--- src/hw/rtl/assert_macros.svh ---
// Assertion helpers.
`ifndef ASSERT_MACROS_SVH
`define ASSERT_MACROS_SVH

`define ASSERT_IMPLIES(label, clk, rst, a, b, msg) \
   label: assert property (@(posedge clk) disable iff (rst) (a) |-> (b)) else $error(msg);

`define ASSERT_NEXT(label, clk, rst, a, b, msg) \
   label: assert property (@(posedge clk) disable iff (rst) (a) |=> (b)) else $error(msg);

`endif

--- src/hw/rtl/dda_pkg.sv ---
`default_nettype none
package dda_pkg;
   localparam int WindowWidthDefault  = 1024;
   localparam int WindowHeightDefault = 1024;

   localparam logic [2:0] CSR_SCALE  = 3'd0;
   localparam logic [2:0] CSR_SHIFTX = 3'd1;
   localparam logic [2:0] CSR_SHIFTY = 3'd2;
   localparam logic [2:0] CSR_STRIDE = 3'd3;
   localparam logic [2:0] CSR_PBYTES = 3'd4;

   localparam logic OP_START = 1'b0;
   localparam logic OP_TICK  = 1'b1;

   typedef enum logic [3:0] {
      ST_IDLE, ST_PLACE, ST_PLACE_WAIT, ST_SPAN, ST_DIV, ST_DIV_WAIT,
      ST_ACTIVE, ST_EMIT, ST_OUT
   } state_type;

   // divide jobs
   localparam logic [1:0] DIV_X = 2'd0;
   localparam logic [1:0] DIV_Y = 2'd1;
   localparam logic [1:0] DIV_C = 2'd2;

   typedef struct packed {
      logic       load;      // capture input item
      logic       place_go;  // process one endpoint coordinate
      logic [1:0] place_sel; // 0 sx,1 sy,2 ex,3 ey
      logic       span;      // compute deltas and denominator
      logic       div_go;
      logic [1:0] div_sel;
      logic       div_store;
      logic       emit;      // build pixel into output regs
      logic       advance;
   } cmd_type;

   typedef struct packed {
      logic div_busy;
      logic den_zero;
      logic done;       // run end condition
   } sts_type;
endpackage
`default_nettype wire

--- src/hw/rtl/dda_ctrl.sv ---
`default_nettype none
module dda_ctrl (
   input  wire logic             clock,
   input  wire logic             reset,
   input  wire logic             req_valid,
   output logic                  req_ready,
   input  wire logic             req_op,
   output logic                  rsp_valid,
   input  wire logic             rsp_ready,
   input  wire dda_pkg::sts_type sts,
   output dda_pkg::cmd_type      cmd
);
   import dda_pkg::*;
   state_type state_ff, state_in;
   logic [1:0] sel_ff, sel_in;
   logic act_ff, act_in;

   always_comb begin
      state_in = state_ff; sel_in = sel_ff; act_in = act_ff;
      case (state_ff)
         ST_IDLE, ST_ACTIVE: if (req_valid) begin
            if (req_op == OP_START) begin
               state_in = ST_PLACE; sel_in = 2'd0;
            end else if (act_ff) state_in = ST_EMIT;
         end
         ST_PLACE: begin
            sel_in = sel_ff + 2'd1;
            if (sel_ff == 2'd3) state_in = ST_PLACE_WAIT;
         end
         ST_PLACE_WAIT: state_in = ST_SPAN;
         ST_SPAN: begin
            sel_in = DIV_X; state_in = ST_DIV;
         end
         ST_DIV: begin
            if (sts.den_zero) begin
               state_in = ST_ACTIVE; act_in = 1'b1;
            end else state_in = ST_DIV_WAIT;
         end
         ST_DIV_WAIT: if (!sts.div_busy) begin
            if (sel_ff == DIV_C) begin
               state_in = ST_ACTIVE; act_in = 1'b1;
            end else begin
               sel_in = sel_ff + 2'd1; state_in = ST_DIV;
            end
         end
         ST_EMIT: begin
            state_in = ST_OUT;
            if (sts.done) act_in = 1'b0;
         end
         ST_OUT: if (rsp_ready) state_in = ST_ACTIVE;
         default: state_in = ST_IDLE;
      endcase
   end

   always_comb begin
      cmd = '0;
      req_ready = 1'b0;
      rsp_valid = 1'b0;
      cmd.place_sel = sel_ff;
      cmd.div_sel = sel_ff;
      case (state_ff)
         ST_IDLE, ST_ACTIVE: begin
            req_ready = 1'b1;
            cmd.load = req_valid && req_op == OP_START;
         end
         ST_PLACE: cmd.place_go = 1'b1;
         ST_SPAN: cmd.span = 1'b1;
         ST_DIV: cmd.div_go = !sts.den_zero;
         ST_DIV_WAIT: cmd.div_store = !sts.div_busy;
         ST_EMIT: begin
            cmd.emit = 1'b1;
            cmd.advance = !sts.done;
         end
         ST_OUT: rsp_valid = 1'b1;
         default: ;
      endcase
   end

   always_ff @(posedge clock) begin
      if (reset) begin
         state_ff <= ST_IDLE; sel_ff <= '0; act_ff <= 1'b0;
      end else begin
         state_ff <= state_in; sel_ff <= sel_in; act_ff <= act_in;
      end
   end
endmodule
`default_nettype wire

--- config.mk ---
export PLATFORM = sky130hd
export DESIGN_NAME = dda_ctrl
export DESIGN_NICKNAME = d
export VERILOG_FILES = /design/src/hw/rtl/assert_macros.svh /design/src/hw/rtl/dda_pkg.sv /design/src/hw/rtl/dda_ctrl.sv
export SDC_FILE = /design/constraint.sdc
export NUM_CORES = 1
export LEC_CHECK = 0
export ABC_AREA = 1
export BUFFER_PORTS_ARGS = -buffer_cell sky130_fd_sc_hd__buf_2
export CAP_MARGIN = 40
export CORE_AREA = 2 2 40 42
export DETAILED_ROUTE_END_ITERATION = 10
export DIE_AREA = 0 0 42 44
export PLACE_DENSITY = 0.82
export SLEW_MARGIN = 10
export SYNTH_ARGS = -nofsm -noshare
export SYNTH_HDL_FRONTEND = slang
export SYNTH_SLANG_ARGS = --single-unit
--- constraint.sdc ---
create_clock -name clock -period 1.8 [get_ports clock]
set_input_delay 0.09 -clock clock [delete_from_list [all_inputs] [get_ports clock]]
set_output_delay 0.09 -clock clock [all_outputs]
set_load 0.02 [all_outputs]
Yosys cells after proc, flatten, opt, wreduce, memory -nomap -nowiden
Cells that the tools add are included.

word-level totals
  register bits after elaboration = 7
  input bits = 8

operators by class
  add/sub/neg operators = 1
  equal/unequal tests = 20
  multiplexer cells = 27
  bitwise gates (word level) = 1
  reduce and logical (&&, ||, !) cells = 11

operators by type and width
  kind                                                 count
  one-hot mux 4 bit (8 select lines)                   1
  two-way mux 4 bit                                    6
  != test 2 bit, second input constant                 9
  equality test 4 x 3 -> 1 bit, second input constant  4
  AND reduction 5 bit                                  3
  two-way mux 2 bit                                    7
  two-way mux 1 bit                                    11
  equality test 4 x 2 -> 1 bit, second input constant  2
  one-hot mux 2 bit (4 select lines)                   1
  equality test 2 bit, second input constant           2
  equality test 4 x 1 -> 1 bit, second input constant  1
  equality test 4 bit, second input constant           1
  logical NOT 4 bit                                    1
  nonzero test 4 bit                                   1
  logical NOT 1 bit                                    3
  != test 3 bit, second input constant                 1
  one-hot mux 1 bit (3 select lines)                   1
  nonzero test 3 bit                                   1
  adder 2 x 1 -> 2 bit, second input constant          1
  OR reduction 2 bit                                   1
  logical AND 1 bit                                    1
  NOT 1 bit                                            1

Logic depth before layout (Yosys ltp)
  word-level depth = 4
  mapped depth = 10
  depth with buffers taken out = 10

Least setup slack after synthesis
No wires, ideal clock.

  path type = reg-to-reg
  start = register state_ff[0]
  end = register act_ff
  arrival time = 1.280 ns
  data required time = 1.687 ns
  path slack = 0.407 ns
  stages on the path, launching flop included = 8
  path buffers = 0
  period minus slack after synthesis = 1.393 ns
  cell sequence = dfxtp_1 -> nand2_1 -> nor2_1 -> nand2_1 -> nand4_1 -> nand2_1 -> nand2_1 -> nor2_1

on the way
  word-level cells in the longest chain between the ends = 3
  elaborated cells between the ends (all ways) = 10
  classes of those cells = eq/ne (7); mux (1); reduce/logical (2)

ends and longest elaborated chain
  item                                                                  RTL line        RTL
  start, declared                                                       dda_ctrl.sv:14  state_type state_ff, state_in;
  start signal, assigned                                                dda_ctrl.sv:83  state_ff <= state_in; sel_ff <= sel_in; act_ff <= act_in;
  equality test 4 x 3 -> 1 bit                                          dda_ctrl.sv:20  case (state_ff)
  != test 2 bit (no line) / nonzero test 3 bit (equally long branches)  n/a
  AND reduction 5 bit (no line)                                         n/a
  end signal, assigned                                                  dda_ctrl.sv:83
  end, declared                                                         dda_ctrl.sv:16  logic act_ff, act_in;

Parallel ways exist; a longest one is shown, timed or not.
A chain may end at the register's enable or synchronous reset.

==> impl_metrics.toml <==
[pwr]
p_per_area_nw_per_um2 = 1630
switching_share_pct = 54.8
switchingPower_uw = 699
combPwrFrac_pct = 68.1
p_int_uw = 578
pwr-share-clk_pct = 10.7
p_leak_nw = 0.479
vdd_drop_max_mv = 0.770
seqPwrFrac_pct = 21.2

[die]
fp.dieH_um = 44
die_w_um = 42
io_pins = 21
fp-row-count = 14
die_area_um2 = 1850
core_area_um2 = 1420
initial_core_util_pct = 45.9

[synthesis]
syn_area_per_cell_um2 = 5.66
yosys_register_bits = 7
synth_seq_area_share_pct = 21.5
synth_compound_area_share_pct = 6.15
synth_xor_area_share_pct = 0
synthMuxAreaShare_pct = 0
syn-cell-area_um2 = 651
synth_warnings = 0
synth-adder-area-share_pct = 3.85
synthSimpleGateAreaFrac_pct = 53.5
synth_cells = 115
synth_nets = 125
yosysUniqueCellTypes = 19
synth_top_family_by_area = "simple AND/OR/NAND/NOR gates"

[cts]
clk_path_buf_depth = 2
postCtsSetupBuffers = 0
cts-root-buf = "clkbuf_4"
htreeDepth = 1
clock_sinks = 7
numCtsBuffers = 3
clock_latency_ns = 0.24
cts_resized = 0
holdBufCountCts = 0
cts_tree = "built"
clk_pin_slew_ns = 0.05

[timing]
max-slew-margin-rel_pct = 76.5
rsz0062_at_grt = "no"
fin_skew_ns = 0.00623
setup_tns_ns = 0
slew_viol_final = 0
min_period_over_period_pct = 86.4
hold_violations = 0
setup_viol = 0
timing.hold.ws_ns = 0.00866
fmax_mhz = 643
fin_crit_ns = 1.55
tightest_slew_ns = 0.350

[critical_path]
cp_max_fo = 7
startpoint_type = "flop"
worstSetupPathType = "reg2out"
cp_slowest_stage_delay_ns = 0.47
worst_setup_path_end_kind = "output port"
required_ns = 1.71
cp_cell_sequence = "inv_2 > nor2_4 > nand2_2 > nand2_4 > nand2_1 > nor2_1 > buf_2"
arrival_ns = 1.46
crit_path_top_delay_cell = "dfxtp_1"

[placed_design]
io_buffers = 20
place.gp.congestion = 0.955
dp_cells = 149
hpwl_um = 1290

[layout]
antenna_cells = 0
layout-drive-gt1-share_pct = 27.0
nets = 148
final_cells = 153
final_util_pct = 55.1
final_common_cell = "nand2_1"
area_growth_pct = 20.2
final_cell_mix = "nand2_1, nor2_1, inv_1, buf_2, nand3_1"

[min_path]
hp-class = "in2reg"

[status]
status = "completed"

[routing]
vias = 759
avgViaCountPerCell = 4.96
drt_iter0_markers = 25
wirelength_um = 1610
drtAntennaViolNets = 0
drtPass1Iterations = 4
drc = 0
avgRoutedWirePerCell_um = 10.5

[grt]
grt_use_total_pct = 17.6
grt_pass1_wl_um = 2550
antenna_found_initial = 0
grt_pass1_vias = 622
grt_max_degree = 8
grt-ovfl-total = 0

[flow_run]
drv_cap = 0
## critical path, delay by kind of cell, from the launching register on
family	cells	cell delay, ns
buffers and inverters	2	0.27
and+or+nand+nor	5	0.47
DFF	1	0.47
## Yosys cell counts
library cell  count  area share [%]
dfxtp_1           7              22
nand3_1          13              10
nor2_4            1             1.7
and2_1            1            0.96
nand2_1          23              13
inv_1            20              12
nand2_4           2             3.5
a21oi_1           5             3.8
inv_2             2             1.2
nor2_1           22              13
o21ai_0           2             1.5
nor2_2            4             3.8
buf_4             2             2.3
nand2_2           5             4.8
ha_1              2             3.8
nor3_1            1            0.77
o21ai_1           1            0.77
or2_0             1            0.96
nand4_1           1            0.96
## stage by stage
stage	power, mW	setup WS, ns	cell area (um2)
6_report	1.28	0.245	782
5_1_grt	1.40	0.0784	782
4_1_cts	1.27	0.255	782
3_5_place_dp	1.12	0.371	756
3_3_place_gp	1.09	0.401	756
2_1_floorplan	0.941	0.407	651
## power groups by stage
stage,clock [mW],sequential (mW),combinational [mW]
floorplan,0,0.275,0.667
global placement,0,0.268,0.824
detailed placement,0,0.271,0.847
CTS,0.142,0.269,0.859
global route,0.150,0.278,0.972
finish,0.137,0.271,0.869
## final timing paths
| check | endpoint | depth (start not counted) | slack, ns | startpoint |
|---|---|---|---|---|
| setup / recovery | cmd[10] | 7 | 0.25 | state_ff[1]$_SDFFE_PP0P_ |
| hold / removal | state_ff[3]$_SDFFE_PP0P_ | 2 | 0.009 | reset |
| setup reg to reg | sel_ff[1]$_SDFFE_PP0P_ | 8 | 0.28 | state_ff[0]$_SDFFE_PP0P_ |
| hold reg to reg | sel_ff[0]$_SDFFE_PP0P_ | 2 | 0.52 | sel_ff[0]$_SDFFE_PP0P_ |
## registers in the layout, summed over array words and instances (netlist names)
name,count
sel_ff,2
act_ff,1
state_ff,4
## cells by family (layout without fill, tap and decap cells)
kind of cell / Yosys count / after routing
and+or+nand+nor: 74 / 74
adders and majority gates: 2 / 2
DFF: 7 / 7
AOI/OAI and AO/OA: 8 / 8
buffers and inverters: 24 / 46
## layout make-up
cell class / instances / area (um2)
Sequential cell: 7 / 140
Timing Repair Buffer: 20 / 100
Tap cell: 16 / 20.0
Clock buffer: 4 / 26.3
Multi-Input combinational cell: 84 / 413
Inverter: 22 / 82.6
Fill cell: 145 / 637
## layer usage
layer | GRT usage, % | vias up | share of wire [%]
li1 | - | 396 | -
met5 | 0 | - | 0
met2 | 29.7 | 28 | 50
met3 | 2.92 | 2 | 5.0
met1 | 23.2 | 333 | 44
met4 | 5.16 | 0 | 1.3
(Power assumes the default switching activity.)
